--- config.mk ---
export PLATFORM = sky130hd
export DESIGN_NAME = piecewise_linear_tanh_core
export DESIGN_NICKNAME = d
export VERILOG_FILES = /design/src/rtl/core/plt_pkg.sv /design/src/rtl/core/plt_seg_select.sv /design/src/rtl/core/plt_mac.sv /design/src/rtl/core/piecewise_linear_tanh_core.sv
export SDC_FILE = /design/constraint.sdc
export NUM_CORES = 2
export LEC_CHECK = 0
export BUFFER_PORTS_ARGS = -buffer_cell sky130_fd_sc_hd__buf_4
export CAP_MARGIN = 20
export CORE_AREA = 3 3 517 263
export CTS_BUF_LIST = sky130_fd_sc_hd__clkbuf_2
export DETAILED_ROUTE_END_ITERATION = 7
export DIE_AREA = 0 0 520 266
export PLACE_DENSITY = 0.57
export SLEW_MARGIN = 20
export SYNTH_ARGS = -nofsm -noshare
export SYNTH_HDL_FRONTEND = slang
export SYNTH_SLANG_ARGS = --single-unit
--- constraint.sdc ---
create_clock -name clk -period 16.29 [get_ports clk]
set_input_delay 2.4435 -clock clk [delete_from_list [all_inputs] [get_ports clk]]
set_output_delay 2.4435 -clock clk [all_outputs]
set_load 0.02 [all_outputs]
--- src/rtl/core/plt_pkg.sv ---
// ----------------------------------------------------------------------------
// plt_pkg: shared types and tables for the piecewise-linear tanh core
// Segment bounds, slopes and biases, datapath widths and the stage control word.
// ----------------------------------------------------------------------------
package plt_pkg;

  localparam int X_W        = 32;
  localparam int MAG_W      = 31;
  localparam int Y_W        = 60;
  localparam int SLOPE_W    = 32;
  localparam int BIAS_W     = 28;
  localparam int BOUND_W    = 32;
  localparam int BIAS_SHIFT = 30;

  localparam int TABLE_SEGMENTS    = 16;
  localparam int SEG_IDX_W         = 4;
  localparam int SEGMENT_COUNT_DEF = 16;

  // last bound is 2^31, above every magnitude
  localparam logic [BOUND_W-1:0] SEG_UPPER [TABLE_SEGMENTS] = '{
    32'd33584191,  32'd58182438,  32'd80361293,  32'd102120620,
    32'd124483371, 32'd148392654, 32'd174972063, 32'd206183541,
    32'd244722657, 32'd281591256, 32'd312045360, 32'd358241226,
    32'd403095772, 32'd471425623, 32'd530372454, 32'd2147483648
  };

  localparam logic [SLOPE_W-1:0] SEG_SLOPE [TABLE_SEGMENTS] = '{
    32'd2114623134, 32'd1910645334, 32'd1662969581, 32'd1396521636,
    32'd1131979061, 32'd881027392,  32'd652221876,  32'd451080022,
    32'd281798391,  32'd159724746,  32'd98692663,   32'd60001039,
    32'd27632752,   32'd13732196,   32'd2832019,    32'd172634
  };

  localparam logic [BIAS_W-1:0] SEG_BIAS [TABLE_SEGMENTS] = '{
    28'd0,         28'd6379959,   28'd19800670,  28'd39742244,
    28'd64902158,  28'd93996032,  28'd125617281, 28'd158394439,
    28'd190900471, 28'd218722976, 28'd234728779, 28'd245973141,
    28'd256772436, 28'd261990874, 28'd266776590, 28'd268090187
  };

  typedef struct packed {
    logic vld;
    logic neg;
  } ctl_t;

endpackage

--- src/rtl/core/plt_seg_select.sv ---
// ----------------------------------------------------------------------------
// plt_seg_select: magnitude and segment lookup stages
// Stage 1 takes sign and magnitude, stage 2 compares against the bounds and
// registers the chosen slope and bias.
// ----------------------------------------------------------------------------
module plt_seg_select #(
  parameter int SEGMENT_COUNT = plt_pkg::SEGMENT_COUNT_DEF
) (
  input  logic                            clk,
  input  logic                            rst_n,
  input  logic                            in_vld,
  input  logic signed [plt_pkg::X_W-1:0]  in_x,
  output plt_pkg::ctl_t                   ctl_o,
  output logic [plt_pkg::MAG_W-1:0]       mag_o,
  output logic [plt_pkg::SLOPE_W-1:0]     slope_o,
  output logic [plt_pkg::BIAS_W-1:0]      bias_o
);

  localparam int USED = (SEGMENT_COUNT > plt_pkg::TABLE_SEGMENTS) ?
                        plt_pkg::TABLE_SEGMENTS : SEGMENT_COUNT;

  plt_pkg::ctl_t                 ctl1_r, ctl1_nxt;
  plt_pkg::ctl_t                 ctl2_r;
  logic [plt_pkg::MAG_W-1:0]     mag1_r, mag1_nxt;
  logic [plt_pkg::MAG_W-1:0]     mag2_r;
  logic [plt_pkg::SLOPE_W-1:0]   slope2_r, slope2_nxt;
  logic [plt_pkg::BIAS_W-1:0]    bias2_r, bias2_nxt;
  logic [plt_pkg::X_W-1:0]       neg_x;
  logic [plt_pkg::SEG_IDX_W-1:0] seg;
  logic [USED-2:0]               le;

  // stage 1: sign and magnitude, most negative word saturates
  always_comb begin
    neg_x        = plt_pkg::X_W'(-in_x);
    ctl1_nxt.vld = in_vld;
    ctl1_nxt.neg = in_x[plt_pkg::X_W-1];
    if (!in_x[plt_pkg::X_W-1]) begin
      mag1_nxt = in_x[plt_pkg::MAG_W-1:0];
    end else if (in_x[plt_pkg::MAG_W-1:0] == '0) begin
      mag1_nxt = '1;
    end else begin
      mag1_nxt = neg_x[plt_pkg::MAG_W-1:0];
    end
  end

  // stage 2: first bound not exceeded, last used segment catches the rest
  always_comb begin
    for (int k = 0; k < USED - 1; k++) begin
      le[k] = {1'b0, mag1_r} <= plt_pkg::SEG_UPPER[k];
    end
    seg = plt_pkg::SEG_IDX_W'(USED - 1);
    for (int k = USED - 2; k >= 0; k--) begin
      if (le[k]) seg = plt_pkg::SEG_IDX_W'(k);
    end
    slope2_nxt = plt_pkg::SEG_SLOPE[seg];
    bias2_nxt  = plt_pkg::SEG_BIAS[seg];
  end

  always_ff @(posedge clk) begin
    if (!rst_n) begin
      ctl1_r <= '0;
      ctl2_r <= '0;
    end else begin
      ctl1_r <= ctl1_nxt;
      ctl2_r <= ctl1_r;
    end
  end

  always_ff @(posedge clk) begin
    mag1_r   <= mag1_nxt;
    mag2_r   <= mag1_r;
    slope2_r <= slope2_nxt;
    bias2_r  <= bias2_nxt;
  end

  assign ctl_o   = ctl2_r;
  assign mag_o   = mag2_r;
  assign slope_o = slope2_r;
  assign bias_o  = bias2_r;

endmodule

--- src/rtl/core/plt_mac.sv ---
// ----------------------------------------------------------------------------
// plt_mac: multiply, bias add and sign stages
// Stage 3 multiplies, stage 4 adds the shifted bias, stage 5 applies the sign.
// ----------------------------------------------------------------------------
module plt_mac (
  input  logic                              clk,
  input  logic                              rst_n,
  input  plt_pkg::ctl_t                     ctl_i,
  input  logic [plt_pkg::MAG_W-1:0]         mag_i,
  input  logic [plt_pkg::SLOPE_W-1:0]       slope_i,
  input  logic [plt_pkg::BIAS_W-1:0]        bias_i,
  output logic                              out_valid,
  output logic signed [plt_pkg::Y_W-1:0]    out_y
);

  localparam int PROD_W = plt_pkg::MAG_W + plt_pkg::SLOPE_W;

  plt_pkg::ctl_t               ctl3_r, ctl4_r, ctl5_r;
  logic [PROD_W-1:0]           prod;
  logic [plt_pkg::Y_W-1:0]     prod3_r, prod3_nxt;
  logic [plt_pkg::BIAS_W-1:0]  bias3_r;
  logic [plt_pkg::Y_W-1:0]     sum4_r, sum4_nxt;
  logic [plt_pkg::Y_W-1:0]     y5_r, y5_nxt;

  // everything is kept modulo 2^60, matching the output mask
  always_comb begin
    prod      = PROD_W'(mag_i) * PROD_W'(slope_i);
    prod3_nxt = prod[plt_pkg::Y_W-1:0];
    sum4_nxt  = prod3_r + (plt_pkg::Y_W'(bias3_r) << plt_pkg::BIAS_SHIFT);
    y5_nxt    = ctl4_r.neg ? plt_pkg::Y_W'(-sum4_r) : sum4_r;
  end

  always_ff @(posedge clk) begin
    if (!rst_n) begin
      ctl3_r <= '0;
      ctl4_r <= '0;
      ctl5_r <= '0;
    end else begin
      ctl3_r <= ctl_i;
      ctl4_r <= ctl3_r;
      ctl5_r <= ctl4_r;
    end
  end

  always_ff @(posedge clk) begin
    prod3_r <= prod3_nxt;
    bias3_r <= bias_i;
    sum4_r  <= sum4_nxt;
    y5_r    <= y5_nxt;
  end

  assign out_valid = ctl5_r.vld;
  assign out_y     = y5_r;

endmodule

--- src/rtl/core/piecewise_linear_tanh_core.sv ---
// ----------------------------------------------------------------------------
// piecewise_linear_tanh_core: 16-segment piecewise-linear tanh
// Signed 32-bit sample in, signed 60-bit fixed-point tanh approximation out.
// ----------------------------------------------------------------------------
// usage:
//   a word is taken at each rising edge where start is high and busy is low;
//   busy stays low, so a new sample may be presented every cycle
//   each sample gives one result word on out_y, marked by out_valid for
//   exactly one cycle, after the sign stage has registered it
//   throughput is one word per cycle, set by the five-stage pipeline:
//   magnitude, bound compare and table lookup, multiply, bias add, sign
//   results leave in the order samples came in
//   synchronous reset clears the stage valid bits; words in flight are dropped
//   the receiver cannot stall, so there is no back pressure path
//   SEGMENT_COUNT selects how many table segments are used (clamped to 16);
//   the last one in use takes every larger magnitude
// ----------------------------------------------------------------------------
module piecewise_linear_tanh_core #(
  parameter int SEGMENT_COUNT = plt_pkg::SEGMENT_COUNT_DEF
) (
  input  logic                            clk,
  input  logic                            rst_n,
  input  logic                            start,
  output logic                            busy,
  input  logic signed [plt_pkg::X_W-1:0]  in_x,
  output logic                            out_valid,
  output logic signed [plt_pkg::Y_W-1:0]  out_y
);

  plt_pkg::ctl_t               sel_ctl;
  logic [plt_pkg::MAG_W-1:0]   sel_mag;
  logic [plt_pkg::SLOPE_W-1:0] sel_slope;
  logic [plt_pkg::BIAS_W-1:0]  sel_bias;

  assign busy = 1'b0;

  plt_seg_select #(
    .SEGMENT_COUNT (SEGMENT_COUNT)
  ) u_sel (
    .clk     (clk),
    .rst_n   (rst_n),
    .in_vld  (start & ~busy),
    .in_x    (in_x),
    .ctl_o   (sel_ctl),
    .mag_o   (sel_mag),
    .slope_o (sel_slope),
    .bias_o  (sel_bias)
  );

  plt_mac u_mac (
    .clk       (clk),
    .rst_n     (rst_n),
    .ctl_i     (sel_ctl),
    .mag_i     (sel_mag),
    .slope_i   (sel_slope),
    .bias_i    (sel_bias),
    .out_valid (out_valid),
    .out_y     (out_y)
  );

endmodule
# ---- Yosys cells after proc, flatten, opt, wreduce, memory -nomap -nowiden
# Memories as Yosys holds them, arrays and structs flattened. A register that Yosys moved wholly into a read port is not among the register bits.
# Cells that the tools add are included.
# W data, S select, Z words.
dict set report totals {
  output_inout_bits 62
  elab_cells 56
  regBits 279
  romBits 960
  memories 2
}
dict set report op_classes {
  reduce_logical 1
  n_mul 1
  n_lt_le_gt_ge 15
  addsub 3
  bitwise_logic 1
  muxes 18
}
# name words word_bits read_ports rd_ports_with_merged_regs write_ports line
set mem_list {}
lappend mem_list {{(name not given)} 16 32 1 1 0 plt_seg_select.sv:55} ;# slope2_nxt = plt_pkg::SEG_SLOPE[seg];
lappend mem_list {{(name not given)} 16 28 1 1 0 plt_seg_select.sv:56} ;# bias2_nxt = plt_pkg::SEG_BIAS[seg];
# operator count
set op_table {}
lappend op_table {{$le A31 B29 Y1 const B} 6}
lappend op_table {{$le A31 B28 Y1 const B} 4}
lappend op_table {{$le A31 B27 Y1 const B} 3}
lappend op_table {{$le A31 B26 Y1 const B} 2}
lappend op_table {{$mux W31} 2}
lappend op_table {{$add A60 B58 Y60} 1}
lappend op_table {{$mul A31 B32 Y60} 1}
lappend op_table {{$mux W60} 1}
lappend op_table {{$neg A60 Y60} 1}
lappend op_table {{$mux W4} 8}
lappend op_table {{$logic_not A31 Y1} 1}
lappend op_table {{$neg A31 Y31} 1}
lappend op_table {{$mux W3} 4}
lappend op_table {{$not A4 Y5} 1}
lappend op_table {{$mux W2} 2}
lappend op_table {{$mux W1} 1}

# ---- Depth between registers and ports, before layout
dict set report depth {
  depth_word 17
  depth_mapped 29
  depth_no_buf 27
}

# ---- Cells and area by module
# From an unflattened synthesis, not the netlist that was laid out.
dict set report hier_totals {
  hier_cells 4921
  hier_area_um2 45093.2
}
# mod cells_each area_per_inst_um2 n_inst
set modules_own_cells {}
lappend modules_own_cells {plt_mac 4106 38378.1 1}
lappend modules_own_cells {plt_seg_select 813 6703.9 1}
lappend modules_own_cells {piecewise_linear_tanh_core 2 11.3 1}

# ---- Least setup slack after synthesis
# Ideal clock, no wire load.
dict set report synth_timing {
  path_type {reg2reg}
  from {register u_sel.mag2_r, in the netlist u_sel.mag_o[30]}
  to {register u_mac.prod3_r[59] (netlist name)}
  path_stages_with_launch 26
  setup_slack_ps 8819
  synth_period_minus_slack_ps 7471
  arrival_time_ps 7410
  cell_sequence {dfxtp_1 clkbuf_1 clkbuf_1 nand2_1 fa_1 fa_1 inv_1 fa_1 fa_1 fa_1 fa_1 fa_1 inv_1 fa_1 inv_1 ha_1 clkbuf_1 a21oi_1 o21ai_0 nor2_1 nand2_1 a2111oi_0 nor3_1 o31ai_1 mux2i_1 and4_1}
}
dict set report synth_between {
  elab_chain_len 1
}
# item line
set synth_lines {}
lappend synth_lines {{start, declared} plt_seg_select.sv:25} ;# logic [plt_pkg::MAG_W-1:0] mag2_r;
lappend synth_lines {{start signal, assigned} plt_seg_select.sv:71} ;# mag2_r <= mag1_r;
lappend synth_lines {{$mul A31 B32 Y60} plt_mac.sv:27} ;# prod = PROD_W'(mag_i) * PROD_W'(slope_i);
lappend synth_lines {{named net u_mac.prod[59]} plt_mac.sv:19} ;# logic [PROD_W-1:0] prod;
lappend synth_lines {{end signal, assigned} plt_mac.sv:46} ;# prod3_r <= prod3_nxt;
lappend synth_lines {{end, declared} plt_mac.sv:20} ;# logic [plt_pkg::Y_W-1:0] prod3_r, prod3_nxt;
# The timed path passes the listed nets, and every way through them passes these cells.
# A chain may end at the register's enable or synchronous reset.

# ---- Worst setup path after layout
dict set report layout_timing {
  from {register u_sel.slope2_r, in the netlist u_sel.slope_o[27]}
  to {register u_mac.prod3_r[59] (netlist name)}
}
dict set report layout_between {
  elab_chain_len 1
}
# item line
set layout_lines {}
lappend layout_lines {{start, declared} plt_seg_select.sv:26} ;# logic [plt_pkg::SLOPE_W-1:0] slope2_r, slope2_nxt;
lappend layout_lines {{$mul A31 B32 Y60} plt_mac.sv:27}
lappend layout_lines {{named net u_mac.prod[59]} plt_mac.sv:19}
# The timed path passes the listed nets, and every way through them passes these cells.

==> results.md <==
* Slowest cell on the critical path: dfxtp_1
* Buffers on Ports at 95
* Die Wd at 520 um
* FF-to-FF Start: u_sel.slope_o[27]
* Setup crit end kind: register
* Max-slew violations at 0
* Post-synth top cells: 922 x inv_1, 837 x fa_1, 626 x nand2_1
* CP Depth at 25
* Die Height at 266 um
* Maximum clock path buffer count at 3
* Area contributors post-synth: fa_1 38%, dfxtp_1 15%, ha_1 8.0%, inv_1 7.8%, and2_1 7.4%
* Top_reg_cell synth: dfxtp_1
* Async set or reset register ratio after synthesis at 0%
* First-pass GRT wire length at 217400 um
* Final hold violations at 0
* Critical Path Most Common Cell: fa_1
* Yosys reg bits at 338
* Synthesis warning total at 0
* Cell family with most CP delay: adder cells
* Crit share post-route at 54.96%
* Vias in the first global route at 36773
* Initial Util at 33.99%
* RSZ-0062 raised after global routing: no
* Grt total ovfl at 0
* Post-synthesis cell area at 44620 sq um
* Arrival time worst endpoint at 9.99 ns
* Num Clock Sinks at 338
* GRT Overall Usage at 20.31%
* Inserted Clock Buffers at 76
* Crit Reg-Reg Endpoint: u_mac.prod3_r[59]
* Worst Skew at 0.1135 ns
* Max-Cap Viols at 0
* Num ports at 97
* Clock transition at the registers of the reported paths at 0.15 ns
* Hold buffers post-CTS at 0
* CTS root buffer: clkbuf_2
* Crit path kind: register to register
* Count of different cell masters after synthesis at 80
* Standard-cell row count at 94
* Final nets at 6056
* EDFF count, synth at 0
* CP bufs+invs at 6
* Worst Hold Class: register to register
* Slew @ Worst Pin at 1.147 ns
* Routed vias at 33937
* Syn-to-layout area delta at 7.476%
* Synthesized area per cell at 9.078 sq um
* # DRC at 0
* Post-route ant nets at 0
* Fmax at 111.7 MHz
* Final setup violation count at 0
* Seq/Total Area, Yosys at 15.17%
* Placer's final routability congestion estimate at 0.8955
* Post-CTS setup buffers at 0
* H-tree levels at 3
* Fillers at 13436
* Clock latency on the worst-skew pair at 1.15 ns
* CP endpoint: u_mac.prod3_r[59]
* Drt via density at 5.035
* Max incr delay on CP at 1.00 ns
* Crit start category: register
* CTS tree: done
* Relative slew slack at 22.57%
* Post-Place Cell Area at 47180 sq um
* Cell taking the most area after synthesis: fa_1
* Status: complete, no violations
* Final WL at 139100 um
* Crit path from: u_sel.slope_o[27]
* Proportion of layout cells with a drive suffix above 1 at 6.965%
* Minimum clock period at 8.953 ns
* CP Max Fanout at 19
* Count leader, synth: inv_1
* Worst reg2reg setup slack at 7.34 ns
* Wire per inst at 20.64 um
* Util after Layout at 36.54%
* Post-CTS Resized at 0
* DP HPWL at 105300 um
* Critical Path RT at 17.32 ns
* Pre-antenna DRT Iters at 5
* Initial antenna violation count at 8
* Mapped Cells at 4915
* DRT iter0 DRCs at 2360
* Final Instance Area at 47950 sq um
* Core ar. at 131300 sq um
* TNS Setup at 0 ns
* Syn nets at 6071
* Worst Hold Depth at 0
* Die Area at 138300 sq um
* Top-area cell type share of the netlist area at 37.55%
* Pin count of the biggest net entering global routing at 61
* FF-to-FF path depth at 25
## per-stage QoR
stage          std cells  setup slack [ns]  hold WS, ns
5_1_grt             6732             7.081       0.3127
6_report            6740             7.337       0.3095
3_3_place_gp        6598             7.672       0.3101
3_5_place_dp        6598             7.503       0.3121
4_1_cts             6729             7.439       0.3124
2_1_floorplan       4915             8.819       0.3096
## flip-flops by register name, indices dropped and copies added, names as in the netlist
signal / cells
u_mac.out_y: 60
u_mac.prod3_r: 60
u_mac.sum4_r: 60
u_sel.mag1_r: 31
u_sel.mag_o: 31
u_sel.slope_o: 31
u_mac.bias3_r: 28
u_sel.bias_o: 28
u_mac.ctl3_r: 2
u_mac.ctl4_r: 2
u_sel.ctl1_r: 2
u_sel.ctl_o: 2
u_mac.out_valid: 1
## how the worst min path moves through the flow
stage | startpoint | end | slack (ns)
6_report | u_sel.bias_o[25] | u_mac.bias3_r[25] | 0.31
5_1_grt | u_mac.prod3_r[15] | u_mac.sum4_r[15] | 0.31
4_1_cts | u_mac.prod3_r[13] | u_mac.sum4_r[13] | 0.31
2_1_floorplan | u_sel.bias_o[0] | u_mac.bias3_r[0] | 0.31
3_5_place_dp | u_sel.bias_o[0] | u_mac.bias3_r[0] | 0.31
3_3_place_gp | u_sel.bias_o[26] | u_mac.bias3_r[26] | 0.31
## kinds of logic (layout without fill, tap and decap cells)
logic type | Yosys count | count (layout) | synth area share (%)
buffers and inverters | 1195 | 1233 | 10.06
multiplexers | 5 | 5 | 0.1150
flip-flops | 338 | 338 | 15.17
AO/OA/AOI/OAI | 542 | 542 | 8.143
AND/OR/NAND/NOR | 1547 | 1547 | 17.73
XOR/XNOR | 166 | 166 | 3.258
adder cells (fa/ha/maj) | 1121 | 1121 | 45.52
other | 1 | 12 | 0.008404
## placed cells by master (no fill, tap or decap), drive strengths merged, types with 98 or more instances in the layout
| master | n |
|---|---|
| xnor2 | 113 |
| inv | 926 |
| fa | 837 |
| nand2 | 626 |
| and2 | 530 |
| o21ai | 120 |
| ha | 284 |
| clkbuf | 98 |
| a21oi | 120 |
| dfxtp | 338 |
| nor2 | 102 |
| buf | 180 |
## final cells by class
| class | instances | area, sq um | area share (%) |
|---|---|---|---|
| Antenna cell | 11 | 27.53 | 0.05740 |
| Clock inverter | 33 | 245.2 | 0.5114 |
| Inverter | 922 | 3461 | 7.217 |
| Clock buffer | 98 | 490.5 | 1.023 |
| Sequential cell | 338 | 6774 | 14.13 |
| Tap cell | 1776 | 2222 | 4.634 |
| Timing Repair Buffer | 180 | 1351 | 2.818 |
| Multi-Input combinational cell | 3382 | 33380 | 69.61 |
## layer usage
metal | part of all wire [%] | vias up | global-route usage [%]
li1 | - | 15119 | -
met1 | 44 | 17395 | 27.36
met2 | 46 | 1173 | 33.14
met3 | 6.2 | 250 | 3.154
met4 | 3.7 | 0 | 7.437
met5 | 0 | - | 0
Power is not shown: default switching activity piles up to over one toggle a cycle in this logic, so the estimate is an artifact.
